[config.mk]
export PLATFORM = sky130hd
export DESIGN_NAME = spi_eeprom_page_sequencer
export DESIGN_NICKNAME = d
export VERILOG_FILES = /design/src/spe_pkg.sv /design/src/spe_front.sv /design/src/spe_jobq.sv /design/src/spe_back.sv /design/src/spi_eeprom_page_sequencer.sv
export SDC_FILE = /design/constraint.sdc
export NUM_CORES = 1
export LEC_CHECK = 0
export ABC_AREA = 1
export BUFFER_PORTS_ARGS = -buffer_cell sky130_fd_sc_hd__buf_4
export CORE_MARGIN = 2
export CORE_UTILIZATION = 45
export CTS_CLUSTER_SIZE = 16
export DETAILED_ROUTE_END_ITERATION = 10
export SYNTH_ARGS = -nofsm -noshare
export SYNTH_HDL_FRONTEND = slang
export SYNTH_HIERARCHICAL = 1
export SYNTH_SLANG_ARGS = --single-unit
[constraint.sdc]
create_clock -name clk -period 10.9 [get_ports clk]
set_input_delay 1.09 -clock clk [delete_from_list [all_inputs] [get_ports clk]]
set_output_delay 1.09 -clock clk [all_outputs]
set_load 0.005 [all_outputs]
[src/spe_pkg.sv]
// ----------------------------------------------------------------------------
// spe_pkg
// Shared types and constants for the SPI EEPROM page sequencer.
// ----------------------------------------------------------------------------
package spe_pkg;

    // Geometry (PAGE_BYTES must be a power of two)
    localparam int PAGE_BYTES = 32;
    localparam int MEM_BYTES  = 8192;
    localparam int CNT_W      = 6;

    // Input opcodes
    localparam logic [2:0] OPC_READ  = 3'd0;
    localparam logic [2:0] OPC_WRITE = 3'd1;
    localparam logic [2:0] OPC_DATA  = 3'd2;
    localparam logic [2:0] OPC_ERASE = 3'd3;
    localparam logic [2:0] OPC_RX    = 3'd4;

    // Result kinds
    localparam logic [2:0] KIND_SEND   = 3'd0;
    localparam logic [2:0] KIND_RDATA  = 3'd1;
    localparam logic [2:0] KIND_DONE   = 3'd2;
    localparam logic [2:0] KIND_BUSY   = 3'd3;
    localparam logic [2:0] KIND_BADLEN = 3'd4;

    // EEPROM command bytes
    localparam logic [7:0] CMD_READ  = 8'h03;
    localparam logic [7:0] CMD_WRITE = 8'h02;
    localparam logic [7:0] CMD_WREN  = 8'h06;
    localparam logic [7:0] CMD_RDSR  = 8'h05;
    localparam logic [7:0] FILL_BYTE = 8'hff;

    // Frame bodies the back end expands
    typedef enum logic [2:0] {
        BODY_NONE,
        BODY_STATUS,
        BODY_WHDR,
        BODY_RFRAME,
        BODY_ERASE
    } body_t;

    // One queued job: optional single result, frame body, optional done
    typedef struct packed {
        logic             pre_valid;
        logic [2:0]       pre_kind;
        logic [7:0]       pre_byte;
        logic             pre_fe;
        body_t            body;
        logic [15:0]      addr;
        logic [CNT_W-1:0] count;
        logic             done_after;
    } job_t;

endpackage

[src/spe_front.sv]
// ----------------------------------------------------------------------------
// spe_front
// Request tracking: updates the sequencer state on each input transaction and
// emits the job that describes its results.
// ----------------------------------------------------------------------------
module spe_front (
    input  logic                clk,
    input  logic                rst_n,
    input  logic                accept,
    input  logic [2:0]          opcode,
    input  logic [15:0]         start_address,
    input  logic [15:0]         length,
    input  logic [7:0]          data_byte,
    output logic                job_wr,
    output spe_pkg::job_t       job
);

    typedef enum logic [2:0] {
        PH_IDLE, PH_CHECK, PH_WDATA, PH_RDATA, PH_GAP, PH_POLL
    } phase_t;

    typedef enum logic [1:0] {OP_READ, OP_WRITE, OP_ERASE} oper_t;

    localparam logic [15:0] PAGE16     = 16'(spe_pkg::PAGE_BYTES);
    localparam logic [15:0] PAGE_MASK  = 16'(spe_pkg::PAGE_BYTES - 1);
    localparam logic [15:0] ERASE_REST = 16'(spe_pkg::MEM_BYTES - spe_pkg::PAGE_BYTES);
    localparam logic [16:0] MEM17      = 17'(spe_pkg::MEM_BYTES);
    localparam logic [spe_pkg::CNT_W-1:0] PAGE_CNT = spe_pkg::CNT_W'(spe_pkg::PAGE_BYTES);

    phase_t                    phase_reg, phase_next;
    oper_t                     oper_reg, oper_next;
    logic [15:0]               addr_reg, addr_next;
    logic [15:0]               rem_reg, rem_next;
    logic [spe_pkg::CNT_W-1:0] pbl_reg, pbl_next;
    logic [spe_pkg::CNT_W-1:0] fbc_reg, fbc_next;
    spe_pkg::job_t             job_c;

    logic [15:0]               room;
    logic [spe_pkg::CNT_W-1:0] chunk_page, chunk_room, fbc_inc, pbl_dec;
    logic [15:0]               addr_inc;

    // chunk sizes against a full page and the room left in this page
    assign room       = PAGE16 - (addr_reg & PAGE_MASK);
    assign chunk_page = (rem_reg < PAGE16) ? rem_reg[spe_pkg::CNT_W-1:0] : PAGE_CNT;
    assign chunk_room = (rem_reg < room) ? rem_reg[spe_pkg::CNT_W-1:0]
                                         : room[spe_pkg::CNT_W-1:0];
    assign fbc_inc    = fbc_reg + 1'b1;
    assign pbl_dec    = pbl_reg - 1'b1;
    assign addr_inc   = addr_reg + 16'd1;

    // next state and job
    always_comb
    begin
        phase_next = phase_reg;
        oper_next  = oper_reg;
        addr_next  = addr_reg;
        rem_next   = rem_reg;
        pbl_next   = pbl_reg;
        fbc_next   = fbc_reg;
        job_c      = '0;
        job_c.body = spe_pkg::BODY_NONE;
        unique case (opcode) inside
            spe_pkg::OPC_READ, spe_pkg::OPC_WRITE, spe_pkg::OPC_ERASE:
            begin
                if (phase_reg == PH_IDLE)
                begin
                    oper_next  = (opcode == spe_pkg::OPC_READ)  ? OP_READ :
                                 (opcode == spe_pkg::OPC_WRITE) ? OP_WRITE : OP_ERASE;
                    addr_next  = start_address;
                    rem_next   = length;
                    pbl_next   = '0;
                    fbc_next   = '0;
                    phase_next = PH_CHECK;
                    job_c.body = spe_pkg::BODY_STATUS;
                end
            end
            spe_pkg::OPC_DATA:
            begin
                if (phase_reg == PH_WDATA)
                begin
                    pbl_next        = pbl_dec;
                    addr_next       = addr_inc;
                    job_c.pre_valid = 1'b1;
                    job_c.pre_kind  = spe_pkg::KIND_SEND;
                    job_c.pre_byte  = data_byte;
                    job_c.pre_fe    = (pbl_dec == '0);
                    if (pbl_dec == '0)
                    begin
                        if (rem_reg == '0)
                        begin
                            phase_next       = PH_IDLE;
                            job_c.done_after = 1'b1;
                        end
                        else
                        begin
                            phase_next = PH_GAP;
                        end
                    end
                end
            end
            spe_pkg::OPC_RX:
            begin
                unique case (phase_reg)
                    PH_CHECK:
                    begin
                        if (data_byte[0])
                        begin
                            phase_next      = PH_IDLE;
                            job_c.pre_valid = 1'b1;
                            job_c.pre_kind  = spe_pkg::KIND_BUSY;
                        end
                        else if (oper_reg != OP_ERASE &&
                                 (rem_reg == '0 || {1'b0, rem_reg} > MEM17))
                        begin
                            phase_next      = PH_IDLE;
                            job_c.pre_valid = 1'b1;
                            job_c.pre_kind  = spe_pkg::KIND_BADLEN;
                        end
                        else if (oper_reg == OP_READ)
                        begin
                            rem_next    = rem_reg - 16'(chunk_page);
                            pbl_next    = chunk_page;
                            fbc_next    = '0;
                            phase_next  = PH_RDATA;
                            job_c.body  = spe_pkg::BODY_RFRAME;
                            job_c.addr  = addr_reg;
                            job_c.count = chunk_page;
                        end
                        else if (oper_reg == OP_WRITE)
                        begin
                            rem_next   = rem_reg - 16'(chunk_room);
                            pbl_next   = chunk_room;
                            phase_next = PH_WDATA;
                            job_c.body = spe_pkg::BODY_WHDR;
                            job_c.addr = addr_reg;
                        end
                        else
                        begin
                            // first erase page always full
                            addr_next   = PAGE16;
                            rem_next    = ERASE_REST;
                            pbl_next    = '0;
                            phase_next  = PH_GAP;
                            job_c.body  = spe_pkg::BODY_ERASE;
                            job_c.addr  = '0;
                            job_c.count = PAGE_CNT;
                        end
                    end
                    PH_GAP:
                    begin
                        phase_next = PH_POLL;
                        job_c.body = spe_pkg::BODY_STATUS;
                    end
                    PH_POLL:
                    begin
                        if (data_byte[0])
                        begin
                            job_c.body = spe_pkg::BODY_STATUS;
                        end
                        else if (oper_reg == OP_ERASE)
                        begin
                            job_c.body  = spe_pkg::BODY_ERASE;
                            job_c.addr  = addr_reg;
                            job_c.count = chunk_page;
                            addr_next   = addr_reg + 16'(chunk_page);
                            rem_next    = rem_reg - 16'(chunk_page);
                            pbl_next    = '0;
                            if (rem_reg == 16'(chunk_page))
                            begin
                                phase_next       = PH_IDLE;
                                job_c.done_after = 1'b1;
                            end
                            else
                            begin
                                phase_next = PH_GAP;
                            end
                        end
                        else
                        begin
                            rem_next   = rem_reg - 16'(chunk_page);
                            pbl_next   = chunk_page;
                            phase_next = PH_WDATA;
                            job_c.body = spe_pkg::BODY_WHDR;
                            job_c.addr = addr_reg;
                        end
                    end
                    PH_RDATA:
                    begin
                        fbc_next = fbc_inc;
                        if (fbc_inc > spe_pkg::CNT_W'(3))
                        begin
                            job_c.pre_valid = 1'b1;
                            job_c.pre_kind  = spe_pkg::KIND_RDATA;
                            job_c.pre_byte  = data_byte;
                            addr_next       = addr_inc;
                            pbl_next        = pbl_dec;
                            if (pbl_dec == '0)
                            begin
                                if (rem_reg == '0)
                                begin
                                    phase_next       = PH_IDLE;
                                    job_c.done_after = 1'b1;
                                end
                                else
                                begin
                                    // next read chunk from the advanced address
                                    rem_next    = rem_reg - 16'(chunk_page);
                                    pbl_next    = chunk_page;
                                    fbc_next    = '0;
                                    job_c.body  = spe_pkg::BODY_RFRAME;
                                    job_c.addr  = addr_inc;
                                    job_c.count = chunk_page;
                                end
                            end
                        end
                    end
                    default:
                    begin
                    end
                endcase
            end
            default:
            begin
            end
        endcase
    end

    assign job    = job_c;
    assign job_wr = accept && (job_c.pre_valid || job_c.body != spe_pkg::BODY_NONE ||
                               job_c.done_after);

    // state registers
    always_ff @(posedge clk or negedge rst_n)
    begin
        if (!rst_n)
        begin
            phase_reg <= PH_IDLE;
            oper_reg  <= OP_READ;
            addr_reg  <= '0;
            rem_reg   <= '0;
            pbl_reg   <= '0;
            fbc_reg   <= '0;
        end
        else if (accept)
        begin
            phase_reg <= phase_next;
            oper_reg  <= oper_next;
            addr_reg  <= addr_next;
            rem_reg   <= rem_next;
            pbl_reg   <= pbl_next;
            fbc_reg   <= fbc_next;
        end
    end

endmodule

[src/spe_jobq.sv]
// ----------------------------------------------------------------------------
// spe_jobq
// Two-entry job queue between the front and back ends.
// ----------------------------------------------------------------------------
module spe_jobq (
    input  logic          clk,
    input  logic          rst_n,
    input  logic          wr,
    input  spe_pkg::job_t wr_data,
    input  logic          rd,
    output spe_pkg::job_t rd_data,
    output logic          full,
    output logic          empty
);

    spe_pkg::job_t mem_reg [2];
    logic          wptr_reg, rptr_reg;
    logic [1:0]    cnt_reg;

    assign full    = (cnt_reg == 2'd2);
    assign empty   = (cnt_reg == 2'd0);
    assign rd_data = mem_reg[rptr_reg];

    // storage
    always_ff @(posedge clk)
    begin
        if (wr && !full)
        begin
            mem_reg[wptr_reg] <= wr_data;
        end
    end

    // pointers and fill count
    always_ff @(posedge clk or negedge rst_n)
    begin
        if (!rst_n)
        begin
            wptr_reg <= 1'b0;
            rptr_reg <= 1'b0;
            cnt_reg  <= 2'd0;
        end
        else
        begin
            if (wr && !full)
            begin
                wptr_reg <= ~wptr_reg;
            end
            if (rd && !empty)
            begin
                rptr_reg <= ~rptr_reg;
            end
            cnt_reg <= cnt_reg + {1'b0, (wr && !full)} - {1'b0, (rd && !empty)};
        end
    end

endmodule

[src/spe_back.sv]
// ----------------------------------------------------------------------------
// spe_back
// Job expander: walks each job one result per cycle, when not stalled, into an output register.
// ----------------------------------------------------------------------------
module spe_back (
    input  logic          clk,
    input  logic          rst_n,
    input  logic          q_empty,
    input  spe_pkg::job_t q_head,
    output logic          q_rd,
    output logic          empty,
    input  logic          pop,
    output logic [2:0]    kind,
    output logic [7:0]    byte_value,
    output logic          frame_end,
    output logic          last
);

    typedef enum logic [1:0] {ST_IDLE, ST_PRE, ST_BODY, ST_DONE} stage_t;

    stage_t                    stage_reg, stage_next;
    spe_pkg::job_t             job_reg;
    logic [spe_pkg::CNT_W-1:0] idx_reg, idx_next;
    logic                      oval_reg;
    logic [2:0]                okind_reg;
    logic [7:0]                obyte_reg;
    logic                      ofe_reg, olast_reg;

    logic [6:0]                blen;
    logic                      body_last, step;
    logic [2:0]                r_kind;
    logic [7:0]                r_byte;
    logic                      r_fe, r_final;
    stage_t                    first_stage;

    assign step  = (stage_reg != ST_IDLE) && (!oval_reg || pop);
    assign q_rd  = (stage_reg == ST_IDLE) && !q_empty;

    // body length of the loaded job and first stage of the queue head job
    always_comb
    begin
        unique case (job_reg.body)
            spe_pkg::BODY_STATUS: blen = 7'd2;
            spe_pkg::BODY_WHDR:   blen = 7'd4;
            spe_pkg::BODY_RFRAME: blen = 7'd3 + {1'b0, job_reg.count};
            spe_pkg::BODY_ERASE:  blen = 7'd4 + {1'b0, job_reg.count};
            default:              blen = 7'd1;
        endcase
        body_last = ({1'b0, idx_reg} == blen - 7'd1);
        if (q_head.pre_valid)
            first_stage = ST_PRE;
        else if (q_head.body != spe_pkg::BODY_NONE)
            first_stage = ST_BODY;
        else
            first_stage = ST_DONE;
    end

    // current result and where to go next
    always_comb
    begin
        r_kind     = spe_pkg::KIND_SEND;
        r_byte     = 8'h00;
        r_fe       = 1'b0;
        r_final    = 1'b1;
        stage_next = ST_IDLE;
        idx_next   = '0;
        unique case (stage_reg)
            ST_PRE:
            begin
                r_kind = job_reg.pre_kind;
                r_byte = job_reg.pre_byte;
                r_fe   = job_reg.pre_fe;
                if (job_reg.body != spe_pkg::BODY_NONE)
                begin
                    r_final    = 1'b0;
                    stage_next = ST_BODY;
                end
                else if (job_reg.done_after)
                begin
                    r_final    = 1'b0;
                    stage_next = ST_DONE;
                end
            end
            ST_BODY:
            begin
                unique case (job_reg.body)
                    spe_pkg::BODY_STATUS:
                    begin
                        r_byte = (idx_reg == '0) ? spe_pkg::CMD_RDSR : 8'h00;
                        r_fe   = body_last;
                    end
                    spe_pkg::BODY_RFRAME:
                    begin
                        case (idx_reg)
                            spe_pkg::CNT_W'(0): r_byte = spe_pkg::CMD_READ;
                            spe_pkg::CNT_W'(1): r_byte = job_reg.addr[15:8];
                            spe_pkg::CNT_W'(2): r_byte = job_reg.addr[7:0];
                            default:            r_byte = 8'h00;
                        endcase
                        r_fe = body_last && (idx_reg >= spe_pkg::CNT_W'(3));
                    end
                    default:
                    begin
                        // write header, then fill bytes for erase
                        case (idx_reg)
                            spe_pkg::CNT_W'(0): r_byte = spe_pkg::CMD_WREN;
                            spe_pkg::CNT_W'(1): r_byte = spe_pkg::CMD_WRITE;
                            spe_pkg::CNT_W'(2): r_byte = job_reg.addr[15:8];
                            spe_pkg::CNT_W'(3): r_byte = job_reg.addr[7:0];
                            default:            r_byte = spe_pkg::FILL_BYTE;
                        endcase
                        r_fe = (idx_reg == '0) ||
                               (body_last && (idx_reg >= spe_pkg::CNT_W'(4)));
                    end
                endcase
                if (!body_last)
                begin
                    r_final    = 1'b0;
                    stage_next = ST_BODY;
                    idx_next   = idx_reg + 1'b1;
                end
                else if (job_reg.done_after)
                begin
                    r_final    = 1'b0;
                    stage_next = ST_DONE;
                end
            end
            ST_DONE:
            begin
                r_kind = spe_pkg::KIND_DONE;
            end
            default:
            begin
            end
        endcase
    end

    // job payload
    always_ff @(posedge clk)
    begin
        if (q_rd)
        begin
            job_reg <= q_head;
        end
    end

    // sequencer state and output register
    always_ff @(posedge clk or negedge rst_n)
    begin
        if (!rst_n)
        begin
            stage_reg <= ST_IDLE;
            idx_reg   <= '0;
            oval_reg  <= 1'b0;
            okind_reg <= spe_pkg::KIND_SEND;
            obyte_reg <= 8'h00;
            ofe_reg   <= 1'b0;
            olast_reg <= 1'b0;
        end
        else
        begin
            if (q_rd)
            begin
                stage_reg <= first_stage;
                idx_reg   <= '0;
            end
            else if (step)
            begin
                stage_reg <= stage_next;
                idx_reg   <= idx_next;
            end
            if (step)
            begin
                oval_reg  <= 1'b1;
                okind_reg <= r_kind;
                obyte_reg <= r_byte;
                ofe_reg   <= r_fe;
                olast_reg <= r_final;
            end
            else if (pop)
            begin
                oval_reg <= 1'b0;
            end
        end
    end

    assign empty      = !oval_reg;
    assign kind       = okind_reg;
    assign byte_value = obyte_reg;
    assign frame_end  = ofe_reg;
    assign last       = olast_reg;

endmodule

[src/spi_eeprom_page_sequencer.sv]
// ----------------------------------------------------------------------------
// spi_eeprom_page_sequencer
// Turns read, write and erase requests into serial EEPROM byte frames.
// ----------------------------------------------------------------------------
//  channel   handshake     payload
//  input     push / full   opcode, start_address, length, data_byte
//  result    empty / pop   kind, byte_value, frame_end, last
//
//  An input transaction is taken while the job queue has room.
//  Its results leave one per cycle from the expander while the output is not
//  stalled, after each job is first loaded from the queue.
//  Reset clears the request state, the queue and the output register.
//  A stalled result side fills the two-entry queue, then raises full.
// ----------------------------------------------------------------------------
module spi_eeprom_page_sequencer (
    input  logic        clk,
    input  logic        rst_n,
    input  logic        push,
    output logic        full,
    input  logic [2:0]  opcode,
    input  logic [15:0] start_address,
    input  logic [15:0] length,
    input  logic [7:0]  data_byte,
    output logic        empty,
    input  logic        pop,
    output logic [2:0]  kind,
    output logic [7:0]  byte_value,
    output logic        frame_end,
    output logic        last
);

    spe_pkg::job_t job_in, job_head;
    logic          job_wr, q_rd, q_empty, q_full;

    assign full = q_full;

    spe_front u_front (
        .clk           (clk),
        .rst_n         (rst_n),
        .accept        (push && !q_full),
        .opcode        (opcode),
        .start_address (start_address),
        .length        (length),
        .data_byte     (data_byte),
        .job_wr        (job_wr),
        .job           (job_in)
    );

    spe_jobq u_jobq (
        .clk     (clk),
        .rst_n   (rst_n),
        .wr      (job_wr),
        .wr_data (job_in),
        .rd      (q_rd),
        .rd_data (job_head),
        .full    (q_full),
        .empty   (q_empty)
    );

    spe_back u_back (
        .clk        (clk),
        .rst_n      (rst_n),
        .q_empty    (q_empty),
        .q_head     (job_head),
        .q_rd       (q_rd),
        .empty      (empty),
        .pop        (pop),
        .kind       (kind),
        .byte_value (byte_value),
        .frame_end  (frame_end),
        .last       (last)
    );

endmodule

Word level (Yosys, flattened, before mapping)
Memory sizes are Yosys's and may differ from the RTL's.
Index checks and enable logic that the tools add are counted.
- $add $sub $neg: 13
- magnitude comparators: 6
- equality and inequality tests: 42
- multiplexer cells: 123
- bitwise logic cells: 2
- reduce and logical (&&, ||, !) cells: 40
- operators with widths (kind ; count):
    2-to-1 mux 16 bit ; 18
    2-to-1 mux 6 bit ; 24
    case mux 16 bit (3 select lines) ; 3
    2-to-1 mux 25 bit ; 4
    case mux 22 bit (3 select lines) ; 1
    2-to-1 mux 3 bit ; 16
    2-to-1 mux 19 bit ; 2
    case mux 6 bit (3 select lines) ; 2
    case mux 16 bit (2 select lines) ; 1
    case mux 8 bit (2 select lines) ; 2
    case mux 8 bit (4 select lines) ; 1
    subtractor 16 x 6 -> 16 bit ; 2
    inequality test 3 bit, second input constant ; 10
    case mux 7 bit (4 select lines) ; 1
    2-to-1 mux 26 bit ; 1
    2-to-1 mux 24 bit ; 1
    case mux 12 bit (2 select lines) ; 1
    case mux 3 bit (4 select lines) ; 2
    case mux 6 bit (2 select lines) ; 2
    case mux 8 bit (3 select lines) ; 1
    2-to-1 mux 23 bit ; 1
    2-to-1 mux 22 bit ; 1
    AND reduction 10 bit ; 2
    equality test 3 x 2 -> 1 bit, second input constant ; 6
    56 further kinds ; 121
- bits in registers: 113
- memory bits (writable): 78
- input port bits: 47
- output and inout bits: 15
- logic and storage cells: 250
- memories: 1
- memories (memory ; depth ; width ; rd ports ; clocked after memory_dff ; wr ports ; RTL line ; RTL):
    u_jobq.mem_reg ; 2 ; 39 ; 1 ; 0 ; 1 ; spe_jobq.sv:16 ; spe_pkg::job_t mem_reg [2];

Longest topological paths before layout
Gate-level depths: netlist (run 1).
- depth in word-level cells: 14
- mapped depth: 28
- depth with buffers taken out: 26

Modules after synthesis
The synthesis (run 1) kept the hierarchy.
- by module, submodules not included (module ; times used ; cells each ; area each (µm²) ; sequential area each (µm²)):
    spe_front ; 1 ; 1051 ; 6213.5 ; 1226.2
    spe_back ; 1 ; 384 ; 3362.0 ; 1691.6
    spe_jobq ; 1 ; 239 ; 3134.3 ; 2442.3
    spi_eeprom_page_sequencer ; 1 ; 2 ; 10.0 ; 0.0

Worst setup path before layout (run 1)
OpenSTA, ideal clock, no wires.
- path type: in2reg
- start point: input port opcode[0]
- end point: memory u_jobq/mem_reg[1][0] in the netlist's numbering (enable)
- library setup time: 435 ps
- arrival: 3941 ps
- data required time: 10465 ps
- setup slack: 6524 ps
- stages: 11
- buffers on the path: 2
- cell sequence: inv_1 nand2_1 nor2_2 buf_2 clkbuf_1 nand2_1 nand3_1 nor2_1 nor2_1 nand2_1 nor2_1
- cells in the longest elaborated chain, start to end: 10
- elaborated cells on any way between the ends: 16
- classes of those cells: 4 x eq/ne; 5 x mux; 7 x reduce/logical
- ends and longest elaborated chain (item ; RTL line ; RTL):
    from (decl) ; spi_eeprom_page_sequencer.sv:20 ; input logic [2:0] opcode,
    equality test 3 x 2 -> 1 bit (no source line), or another cell as far along ; -- ;
    OR reduction 3 bit ; spe_front.sv:62 ; unique case (opcode) inside
    case mux 3 bit (2 select lines) ; spe_front.sv:62 ;
    nonzero test 3 bit ; spe_front.sv:229 ; assign job_wr = accept && (job_c.pre_valid || job_c.body != spe_pkg::BODY_NONE ||
    logical OR 1 bit ; spe_front.sv:229 ;
    logical OR 1 bit * ; spe_front.sv:229 ;
    logical AND 1 bit * ; spe_front.sv:229 ;
    net job_wr ; spi_eeprom_page_sequencer.sv:33 ; logic job_wr, q_rd, q_empty, q_full;
    logical AND 1 bit * ; spe_jobq.sv:27 ; if (wr && !full)
    2-to-1 mux 1 bit * ; spe_jobq.sv:27 ;
    2-to-1 mux 1 bit (not written as such) * ; spe_jobq.sv:29 ; mem_reg[wptr_reg] <= wr_data;
    to (decl) ; spe_jobq.sv:16 ;
Mark *: on every way through the listed nets, which the timed path passes. The rest lies on a longest branch.

Worst setup path after layout (run 1)
- start point: register u_front.addr_reg[0]
- end point: register u_front.rem_reg[9]
- cells in the longest elaborated chain, start to end: 10
- ends and longest elaborated chain (item ; RTL line ; RTL):
    from (decl) ; spe_front.sv:32 ; logic [15:0] addr_reg, addr_next;
    from (signal assigned) ; spe_front.sv:248 ; addr_reg <= addr_next;
    subtractor 6 x 5 -> 7 bit * ; spe_front.sv:43 ; assign room = PAGE16 - (addr_reg & PAGE_MASK);
    < comparator 16 bit ; spe_front.sv:45 ; assign chunk_room = (rem_reg < room) ? rem_reg[spe_pkg::CNT_W-1:0]
    2-to-1 mux 6 bit * ; spe_front.sv:45 ;
    subtractor 16 x 6 -> 16 bit * ; spe_front.sv:131 ; rem_next = rem_reg - 16'(chunk_room);
    2-to-1 mux 16 bit * ; spe_front.sv:129 ; else if (oper_reg == OP_WRITE)
    2-to-1 mux 16 bit * ; spe_front.sv:119 ; else if (oper_reg == OP_READ)
    2-to-1 mux 16 bit * ; spe_front.sv:112 ; else if (oper_reg != OP_ERASE &&
    2-to-1 mux 16 bit * ; spe_front.sv:106 ; if (data_byte[0])
    case mux 16 bit (3 select lines) * ; spe_front.sv:103 ; unique case (phase_reg)
    case mux 16 bit (2 select lines) * ; spe_front.sv:62 ;
    to (signal assigned) ; spe_front.sv:249 ; rem_reg <= rem_next;
    to (decl) ; spe_front.sv:33 ; logic [15:0] rem_reg, rem_next;
Every way passes the cells marked *; elsewhere a longest branch is shown, timed or not. The select of a mux whose other input is x is not followed.
A chain may end at the register's enable or synchronous reset.

==> results of run 1 <==
critical path, stage by stage (launching register included):
cell	delay, ns
dfrtp_1	0.48
inv_1	0.14
ha_1	0.25
xor2_1	0.23
ha_1	0.28
nand2_1	0.06
inv_1	0.04
nand2_1	0.05
nand2_1	0.05
nand2_1	0.12
nand2_1	0.23
nand2_1	0.14
o21ai_0	0.12
ha_1	0.40
nand2_1	0.09
or2_2	0.29
nand2_1	0.09
nand2_1	0.17
nand2_1	0.15
nor2_1	0.05
nor2_1	0.10
nand2_1	0.06
nand3_1	0.07
nand2_1	0.05
nand2_1	0.05
nand2_1	0.05
kinds of logic (layout without fill, tap and decap cells):
group                    count (synthesis)  count (layout)  synth area share (%)
other                                    1               1                0.0295
AO/OA/AOI/OAI                          217             217                  10.4
adder cells (fa/ha/maj)                 40              40                  4.05
AND/OR/NAND/NOR                        948             948                  32.8
XOR/XNOR                                30              30                  2.07
buffers and inverters                  249             303                  8.46
flip-flops                             191             191                  42.1
metal layers:
| layer | track usage [%] | routed length (um) | vias up |
|---|---|---|---|
| li1 | - | - | 5544 |
| met3 | 3.27 | 1370 | 41 |
| met5 | 0 | 0 | - |
| met4 | 6.65 | 591 | 0 |
| met1 | 30.6 | 15200 | 5028 |
| met2 | 38.5 | 15400 | 259 |
synthesized netlist by cell type (8+ instances only):
cell      number
a21oi_1       49
buf_2          9
buf_6          9
clkbuf_1      16
dfrtp_1       75
edfxtp_1     116
ha_1          38
inv_1        191
inv_2         10
nand2_1      540
nand2_2       13
nand3_1      141
nand3_2        8
nand4_1       17
nor2_1       155
nor2_2        16
nor2_4        14
nor3_1        12
o211ai_1       8
o21ai_0       66
o21ai_1       19
o21ai_2        9
o22ai_1       16
or2_2         15
xor2_1        24
path summary, 6_finish.rpt:
path	to	slack, ns	cells past startpoint
setup / recovery	u_front/rem_reg[9]$_DFFE_PN0P_	6.98	25
hold / removal	u_jobq/wptr_reg$_DFFE_PN0P_	0.48	2
setup reg to reg	u_front/rem_reg[9]$_DFFE_PN0P_	6.98	25
hold reg to reg	u_jobq/wptr_reg$_DFFE_PN0P_	0.48	2
max in group asynchronous	u_front/pbl_reg[5]$_DFFE_PN0P_	9.26	2
min in group asynchronous	u_back/idx_reg[5]$_DFFE_PN0P_	0.55	1
power breakdown:
part | leakage (nW) | internal (mW) | switching, mW | total (mW)
clock | 0.293 | 0.367 | 0.291 | 0.658
sequential | 2.06 | 1.02 | 0.203 | 1.22
combinational | 4.21 | 0.570 | 1.13 | 1.70
total | 6.57 | 1.95 | 1.62 | 3.58
stage by stage:
step | hold slack (ns) | std cells
global route | 0.519 | 2108
detailed placement | 0.469 | 2077
finish | 0.482 | 2108
global placement | 0.470 | 2077
floorplan | 0.442 | 1676
CTS | 0.485 | 2108
layout make-up:
cell class / instances / area, sq um
fill: 2780 / 13800
multi-input combinational: 1236 / 6300
sequential: 191 / 5360
inverter: 206 / 783
timing repair buffer: 66 / 495
tap: 378 / 473
clock buffer: 18 / 429
clock inverter: 13 / 183
==> results.py, run 1 <==
metrics = {
    "floorplan": {
        "start_util_pct": 45.8,
        "core-area_sq_um": 27800,
        "die_area_sq_um": 29600,
        "die_w_um": 172,
        "rows": 61,
        "die_y_um": 172,
        "io_pins": 62,
    },
    "logic_synthesis": {
        "ys_seq_area_share_pct": 42.1,
        "synth_cell_types": 65,
        "ys_warn_count": 6,
        "netlist.area_leader.share_pct": 27.4,
        "synthArstFlopShare_pct": 39.3,
        "synthTopCellsByArea": "edfxtp_1 (27%), nand2_1 (16%), dfrtp_1 (15%)",
        "syn_area_sq_um": 12700,
        "ys.flop_type": "edfxtp_1",
        "synth_cells": 1676,
        "syn-num-nets": 1763,
        "syn-mean-instance-area_sq_um": 7.59,
        "yosysTopAreaCell": "edfxtp_1",
        "synth-edff-count": 116,
        "ys_ff_latch": 191,
    },
    "timing": {
        "tns_ns": 0,
        "worstMarginPinSlew_ns": 1.16,
        "rsz0062_at_grt": "false",
        "relSlewSlack_pct": 22.2,
        "max_freq_mhz": 255,
        "report.final.slew_viol_count": 0,
        "hold_viol_final": 0,
        "fin_crit_ns": 3.92,
        "skew_ns": 0.0197,
        "setup_viol_count_final": 0,
        "setup_ws_ns": 6.98,
        "fin_crit_sh_pct": 36.0,
    },
    "drt": {
        "num_vias": 10900,
        "first_pass_iters": 5,
        "dr.first_iter.drc_count": 852,
        "final_antenna_net_count": 0,
        "avgRoutedWirePerCell_um": 15.4,
        "vias_per_cell": 5.16,
        "routed_wl_um": 32600,
        "remaining_drc_errors": 0,
    },
    "global_route": {
        "grt_pass1_vias": 10300,
        "overflow": 0,
        "grt_max_degree": 54,
        "grt_pass1_wl_um": 52900,
        "grt_usage_pct": 22.8,
        "antenna_found_initial": 0,
    },
    "power_and_ir_drop": {
        "ir_worst_vdd_uv": 117,
        "fin_total_pwr_mw": 3.58,
        "power_leakage_nw": 6.57,
        "powerDensity_nw_per_um2": 255,
    },
    "setup_path": {
        "cp-startpoint": "u_front/addr_reg[0]$_DFFE_PN0P_",
        "crit_path_end_kind": "flop",
        "cp_data_required_time_ns": 11.22,
        "start_kind": "flop",
        "crit_fanout": 11,
        "cp.arrival_ns": 4.25,
        "reg2reg_from": "u_front/addr_reg[0]$_DFFE_PN0P_",
        "crit_type": "reg -> reg",
    },
    "placed_design": {
        "hpwl_um": 24300,
        "portBuffers": 61,
        "place.gp.congestion": 0.892,
        "dpl_cell_area_sq_um": 13400,
        "pre_cts_slack_ns": 6.64,
    },
    "min_path": {
        "worst_hold_startpoint": "u_jobq/wptr_reg$_DFFE_PN0P_",
        "worstHoldPathType": "reg -> reg",
    },
    "clocking": {
        "cts_resized": 0,
        "post_cts_buffers": 0,
        "cts_root_buf": "clkbuf_16",
        "cts_tree": "done",
        "clock_sinks": 191,
        "cts_hold_buf": 0,
        "worstSkewPairLatency_ns": 0.44,
        "cts_htree_levels": 4,
        "clkTransAtPathRegs_ns": 0.07,
        "cts_inserted_buffers": 17,
        "clock_path_buffers": 2,
    },
    "job": {
        "cap_violations": 0,
    },
    "layout": {
        "design_area_sq_um": 14000,
        "layout_commonest_cell": "nand2_1",
        "area_growth_pct": 10.2,
        "drive_gt1_share_pct": 11.5,
        "fin_util_pct": 50.5,
        "n_antenna_cell": 0,
        "final_cell_mix": "nand2_1 (540), inv_1 (191), nor2_1 (153)",
        "largest_reg_flops": 78,
        "layout.nets": 1805,
    },
    "outcome": {
        "status": "finished, final reports clean",
    },
}
Power figures use the tool's default switching activity.
==> run 2, diff against run 1 <==
--- a/config.mk
+++ b/config.mk
@@ -5,7 +5,7 @@
 export SDC_FILE = /design/constraint.sdc
 export NUM_CORES = 1
 export LEC_CHECK = 0
-export ABC_AREA = 1
+export ABC_AREA = 0
 export BUFFER_PORTS_ARGS = -buffer_cell sky130_fd_sc_hd__buf_4
 export CORE_MARGIN = 2
 export CORE_UTILIZATION = 45
==> constraint.sdc (replaced) <==
create_clock -name clk -period 3.91 [get_ports clk]
set_input_delay 0.391 -clock clk [delete_from_list [all_inputs] [get_ports clk]]
set_output_delay 0.391 -clock clk [all_outputs]
set_load 0.005 [all_outputs]
==> run 2 against run 1 <==
First-iteration DRC count increased by 7.2%. Synthesized cell count decreased by 28%. Cell count decreased by 22%. Highest routed layer unchanged. Routed wire length decreased by 2.6%.
==> results.py, run 2 <==
metrics = {
    "timing": {
        "setup_viol_count_final": 0,
        "relSlewSlack_pct": 45.9,
        "fin_crit_sh_pct": 99.4,
        "skew_ns": 0.0137,
        "hold_viol_final": 0,
        "max_freq_mhz": 257,
        "rsz0062_at_grt": "true",
        "report.final.slew_viol_count": 0,
        "fin_crit_ns": 3.89,
        "worstMarginPinSlew_ns": 0.812,
    },
    "setup_path": {
        "crit_type": "reg -> reg",
        "crit_path_end_kind": "flop",
        "start_kind": "flop",
        "cp.arrival_ns": 4.24,
        "cp_data_required_time_ns": 4.26,
        "crit_fanout": 4,
    },
    "outcome": {
        "status": "finished, final reports clean",
    },
    "layout": {
        "layout.nets": 1378,
        "design_area_sq_um": 13800,
        "final_cells": 1639,
        "n_antenna_cell": 0,
        "largest_reg_flops": 78,
        "final_cell_mix": "buf_4 (128), edfxtp_1 (116), o21ai_0 (107)",
        "num-fill-cells": 2357,
        "layout_commonest_cell": "buf_4",
        "drive_gt1_share_pct": 21.1,
        "area_growth_pct": 16.7,
    },
    "drt": {
        "routed.top_layer": "met4",
        "met1_length_um": 14200,
        "dr.first_iter.drc_count": 913,
        "remaining_drc_errors": 0,
        "first_pass_iters": 6,
        "wl_met2_um": 15300,
        "num_vias": 9806,
        "routed_wl_um": 31700,
        "avgRoutedWirePerCell_um": 19.3,
        "final_antenna_net_count": 0,
        "wl_met3_um": 1590,
        "vias_per_cell": 5.98,
    },
    "clocking": {
        "clock_sinks": 191,
        "clock_path_buffers": 2,
        "worstSkewPairLatency_ns": 0.44,
        "clkTransAtPathRegs_ns": 0.08,
        "cts_htree_levels": 4,
        "cts_tree": "done",
        "cts_inserted_buffers": 17,
        "cts_root_buf": "clkbuf_16",
    },
    "floorplan": {
        "rows": 59,
        "die_y_um": 166,
        "die_area_sq_um": 27500,
        "core-area_sq_um": 25900,
        "io_pins": 62,
        "start_util_pct": 45.6,
        "die_w_um": 166,
    },
    "power_and_ir_drop": {
        "powerDensity_nw_per_um2": 751,
        "ir_worst_vdd_uv": 473,
        "switchingPower_mw": 4.36,
        "p_comb_share_pct": 47.8,
        "swShare_pct": 42.1,
        "intPower_mw": 5.98,
        "p_clk_share_pct": 18.0,
        "power_leakage_nw": 5.30,
        "power.share.sequential_pct": 34.2,
    },
    "logic_synthesis": {
        "ys_ff_latch": 191,
        "synthArstFlopShare_pct": 39.3,
        "syn-num-nets": 1295,
        "syn-mean-instance-area_sq_um": 9.77,
        "synth-edff-count": 116,
        "synth_cell_types": 87,
        "ys_seq_area_share_pct": 45.4,
        "synthTopCellsByArea": "edfxtp_1 (30%), dfrtp_1 (16%), o21ai_0 (4.7%)",
        "ys.flop_type": "edfxtp_1",
        "synth_cells": 1208,
        "yosysTopAreaCell": "edfxtp_1",
        "syn_area_sq_um": 11800,
        "synth_most_common_cell": "edfxtp_1",
        "yosys-top-cells-count": "edfxtp_1 (116), o21ai_0 (110), nand2_1 (100)",
        "netlist.area_leader.share_pct": 29.5,
        "ys_warn_count": 6,
    },
    "global_route": {
        "grt_pass1_wl_um": 51100,
        "grt_max_degree": 50,
        "grt_pass1_vias": 9437,
        "overflow": 0,
        "antenna_found_initial": 0,
        "grt_usage_pct": 23.0,
    },
    "placed_design": {
        "dp_cells": 1589,
        "dpl_cell_area_sq_um": 12800,
        "place.gp.congestion": 0.922,
        "portBuffers": 61,
        "hpwl_um": 22400,
    },
    "min_path": {
        "worstHoldPathType": "in -> reg",
    },
    "job": {
        "cap_violations": 0,
    },
}
## run 2: cell families after synthesis
| kind of cell | after synthesis | share of synthesized area (%) |
|---|---|---|
| flip-flops | 191 | 45.4 |
| adder cells (fa/ha/maj) | 40 | 4.37 |
| multiplexers | 45 | 4.27 |
| buffers and inverters | 105 | 3.91 |
| other | 1 | 0.0318 |
| AO/OA/AOI/OAI | 396 | 22.0 |
| XOR/XNOR | 39 | 2.89 |
| AND/OR/NAND/NOR | 391 | 17.2 |
## run 2: what timing repair did
action                     CTS  global route
gates resized for setup     15            27
hold buffers                 1             0
setup endpoints to repair    6            54
pin swaps                    8            14
setup buffers               11             6
hold endpoints to repair    19             0
## run 2: worst paths after layout
path                                                  from                          endpoint  slack, ns  depth (start not counted)
hold / removal                                   length[8]    u_front/rem_reg[8]$_DFFE_PN0P_       0.21                          3
min in group asynchronous                            rst_n     u_back/idx_reg[0]$_DFFE_PN0P_       0.54                          2
hold reg to reg                 u_back/kind[2]$_DFFE_PN0P_        u_back/kind[2]$_DFFE_PN0P_       0.47                          2
setup / recovery           u_front/addr_reg[0]$_DFFE_PN0P_    u_front/rem_reg[5]$_DFFE_PN0P_       0.02                         20
setup reg to reg           u_front/addr_reg[0]$_DFFE_PN0P_    u_front/rem_reg[5]$_DFFE_PN0P_       0.02                         20
max in group asynchronous                            rst_n  u_front/addr_reg[13]$_DFFE_PN0P_       2.46                          3
## run 2: metal layers
layer,vias to the layer above,GRT usage [%]
met3,53,2.88
met5,-,0
met4,0,6.84
met2,313,38.0
met1,4709,31.7
li1,4731,-
## run 2: area by class of cell
class / count / area, sq um / area share [%]
sequential: 191 / 5360 / 38.9
multi-input combinational: 912 / 6200 / 45.0
clock inverter: 15 / 210 / 1.53
tap: 335 / 419 / 3.04
inverter: 37 / 139 / 1.01
clock buffer: 17 / 425 / 3.09
timing repair buffer: 132 / 1020 / 7.42
## run 2: worst max-delay path, cell delays in order, from the launching register on
cell and delay [ns]:
dfrtp_1 0.43, inv_2 0.10, ha_4 0.15, nand2_2 0.06
xnor2_2 0.14, ha_1 0.30, a21oi_1 0.17, nor2b_1 0.09
or3_4 0.36, o21ai_2 0.15, nand2_1 0.11, inv_1 0.07
ha_1 0.21, nor2b_1 0.14, o31a_1 0.30, buf_4 0.16
o21ba_2 0.22, a21oi_2 0.10, nor2_1 0.04, or3_1 0.35
a31oi_1 0.16
## run 2: power by group through the flow
| stage | registers [mW] | logic, mW | clock network, mW |
|---|---|---|---|
| 4_1_cts | 3.51 | 4.69 | 1.91 |
| 5_1_grt | 3.62 | 5.46 | 1.99 |
| 2_1_floorplan | 3.21 | 3.33 | 0 |
| 3_3_place_gp | 3.53 | 4.38 | 0 |
| 6_report | 3.53 | 4.94 | 1.87 |
| 3_5_place_dp | 3.54 | 4.43 | 0 |
## run 2: metrics by stage
step / TNS (ns) / hold slack [ns] / power (mW) / setup slack (ns) / util [%]
after floorplan: 0 / 0.0954 / 6.54 / 0.0508 / -
after global placement: 0 / 0.459 / 7.91 / 0.0257 / 49.5
after detailed placement: -0.145 / 0.458 / 7.97 / -0.0717 / 49.5
after CTS: 0 / 0.189 / 10.1 / 0.0144 / 52.6
after global routing: -0.416 / 0.204 / 11.1 / -0.0815 / 53.2
final: 0 / 0.208 / 10.3 / 0.0231 / 53.2
==> run 3, diff against run 2 <==
--- a/config.mk
+++ b/config.mk
@@ -5,7 +5,7 @@
 export SDC_FILE = /design/constraint.sdc
 export NUM_CORES = 1
 export LEC_CHECK = 0
-export ABC_AREA = 0
+export ABC_AREA = 1
 export BUFFER_PORTS_ARGS = -buffer_cell sky130_fd_sc_hd__buf_4
 export CORE_MARGIN = 2
 export CORE_UTILIZATION = 45
==> run 3 against run 2 <==
Routed wire length up 2.4%. First-iteration DRC count decreased by 7.6%. Global-route usage decreased by 0.23 points. Largest cell class unchanged. Largest power group unchanged.
==> results.py, run 3 (synthesis results as in run 1) <==
metrics = {
    "placed_design": {
        "hpwl_um": 23900,
        "portBuffers": 61,
        "place.gp.congestion": 0.934,
        "dpl_cell_area_sq_um": 13600,
    },
    "global_route": {
        "grt_max_degree": 50,
        "grt_pass1_wl_um": 53100,
        "overflow": 0,
        "grt_usage_pct": 22.7,
        "grt_pass1_vias": 10300,
        "antenna_found_initial": 0,
    },
    "timing": {
        "rsz0062_at_grt": "false",
        "max_freq_mhz": 283,
        "fin_crit_ns": 3.53,
        "relSlewSlack_pct": 46.1,
        "timing.hold.ws_ns": 0.0166,
        "worstMarginPinSlew_ns": 0.806,
        "report.final.slew_viol_count": 0,
        "fin_crit_sh_pct": 90.2,
        "skew_ns": 0.0238,
        "hold_viol_final": 0,
        "setup_viol_count_final": 0,
        "tns_ns": 0,
    },
    "power_and_ir_drop": {
        "ir_worst_vdd_uv": 433,
        "power_leakage_nw": 6.67,
        "powerDensity_nw_per_um2": 706,
    },
    "drt": {
        "final_antenna_net_count": 0,
        "dr.first_iter.drc_count": 844,
        "routed_wl_um": 32500,
        "avgRoutedWirePerCell_um": 15.3,
        "first_pass_iters": 7,
        "remaining_drc_errors": 0,
        "num_vias": 11000,
        "vias_per_cell": 5.16,
    },
    "layout": {
        "drive_gt1_share_pct": 12.9,
        "layout.nets": 1824,
        "layout_commonest_cell": "nand2_1",
        "n_antenna_cell": 0,
        "design_area_sq_um": 14200,
        "final_cell_mix": "nand2_1 (538), inv_1 (191), nor2_1 (152)",
        "largest_reg_flops": 78,
        "area_growth_pct": 11.6,
    },
    "floorplan": {
        "core-area_sq_um": 27800,
        "io_pins": 62,
        "die_area_sq_um": 29600,
        "start_util_pct": 45.8,
        "die_w_um": 172,
        "rows": 61,
        "die_y_um": 172,
    },
    "clocking": {
        "cts_hold_buf": 0,
        "clkTransAtPathRegs_ns": 0.09,
        "post_cts_buffers": 0,
        "cts_tree": "done",
        "worstSkewPairLatency_ns": 0.45,
        "clock_path_buffers": 2,
        "cts_resized": 0,
        "cts_htree_levels": 4,
        "clock_sinks": 191,
        "cts_root_buf": "clkbuf_16",
        "cts_inserted_buffers": 17,
    },
    "setup_path": {
        "cp_data_required_time_ns": 4.26,
        "crit_type": "reg -> reg",
        "r2r_setup_slack_ns": 0.38,
        "cp.arrival_ns": 3.88,
        "crit_path_end_kind": "flop",
        "crit_fanout": 11,
        "start_kind": "flop",
    },
    "min_path": {
        "worstHoldPathType": "in -> async",
    },
    "outcome": {
        "status": "finished, final reports clean",
    },
    "job": {
        "cap_violations": 0,
    },
}
[run 3: final cells by class]
| cell class | count | area (sq um) |
|---|---|---|
| fillers | 2750 | 13600 |
| repair buffers | 85 | 663 |
| inverters | 206 | 783 |
| multi-input cells | 1236 | 6310 |
| flip-flops and latches | 191 | 5360 |
| well taps | 378 | 473 |
| clock inverters | 14 | 169 |
| clock buffers | 18 | 429 |
[run 3: path summary, 6_finish.rpt]
path	from	cells after the start	end
max reg2reg	u_front/addr_reg[1]$_DFFE_PN0P_	25	u_front/rem_reg[9]$_DFFE_PN0P_
min in group clk	pop	3	u_back/oval_reg$_DFFE_PN0P_
min reg2reg	u_jobq/wptr_reg$_DFFE_PN0P_	2	u_jobq/wptr_reg$_DFFE_PN0P_
max in group asynchronous	rst_n	2	u_front/addr_reg[1]$_DFFE_PN0P_
max	u_front/addr_reg[1]$_DFFE_PN0P_	25	u_front/rem_reg[9]$_DFFE_PN0P_
min	rst_n	1	u_jobq/wptr_reg$_DFFE_PN0P_
[run 3: power breakdown]
group	internal [mW]	switching, mW
Clock	0.916	0.873
Combinational	1.67	3.22
Sequential	2.83	0.512
[run 3: critical path, cell delays in order (launching register included)]
cell	delay [ns]
dfrtp_2	0.43
inv_1	0.09
ha_1	0.32
inv_1	0.07
ha_1	0.26
o21ai_0	0.07
nand2_1	0.08
nand2_1	0.06
nand2_1	0.05
nand2_1	0.14
nand2_2	0.17
nand2_1	0.12
o21ai_0	0.10
ha_1	0.38
nand2_1	0.09
or2_2	0.29
nand2_1	0.11
nand2_2	0.12
nand2_1	0.12
nor2_1	0.05
nor2_1	0.08
nand2_1	0.06
nand3_1	0.07
nand2_1	0.05
nand2_1	0.05
nand2_1	0.05
[run 3: routing by layer]
metal,vias to the layer above,share of wire (%),GRT usage (%)
met5,-,0,0
met4,0,1.7,6.07
met1,5054,47,31.0
li1,5591,-,-
met2,294,47,38.0
met3,44,4.3,3.36
[run 3: metrics by stage]
step	util, %	std cells	worst slack (ns)	power (mW)
2_1_floorplan	-	1676	0.484	7.01
3_3_place_gp	48.9	2096	0.270	8.15
3_5_place_dp	48.9	2096	0.159	8.21
4_1_cts	51.0	2128	0.140	10.0
5_1_grt	51.1	2128	0.00218	10.9
6_report	51.1	2128	0.382	10.0
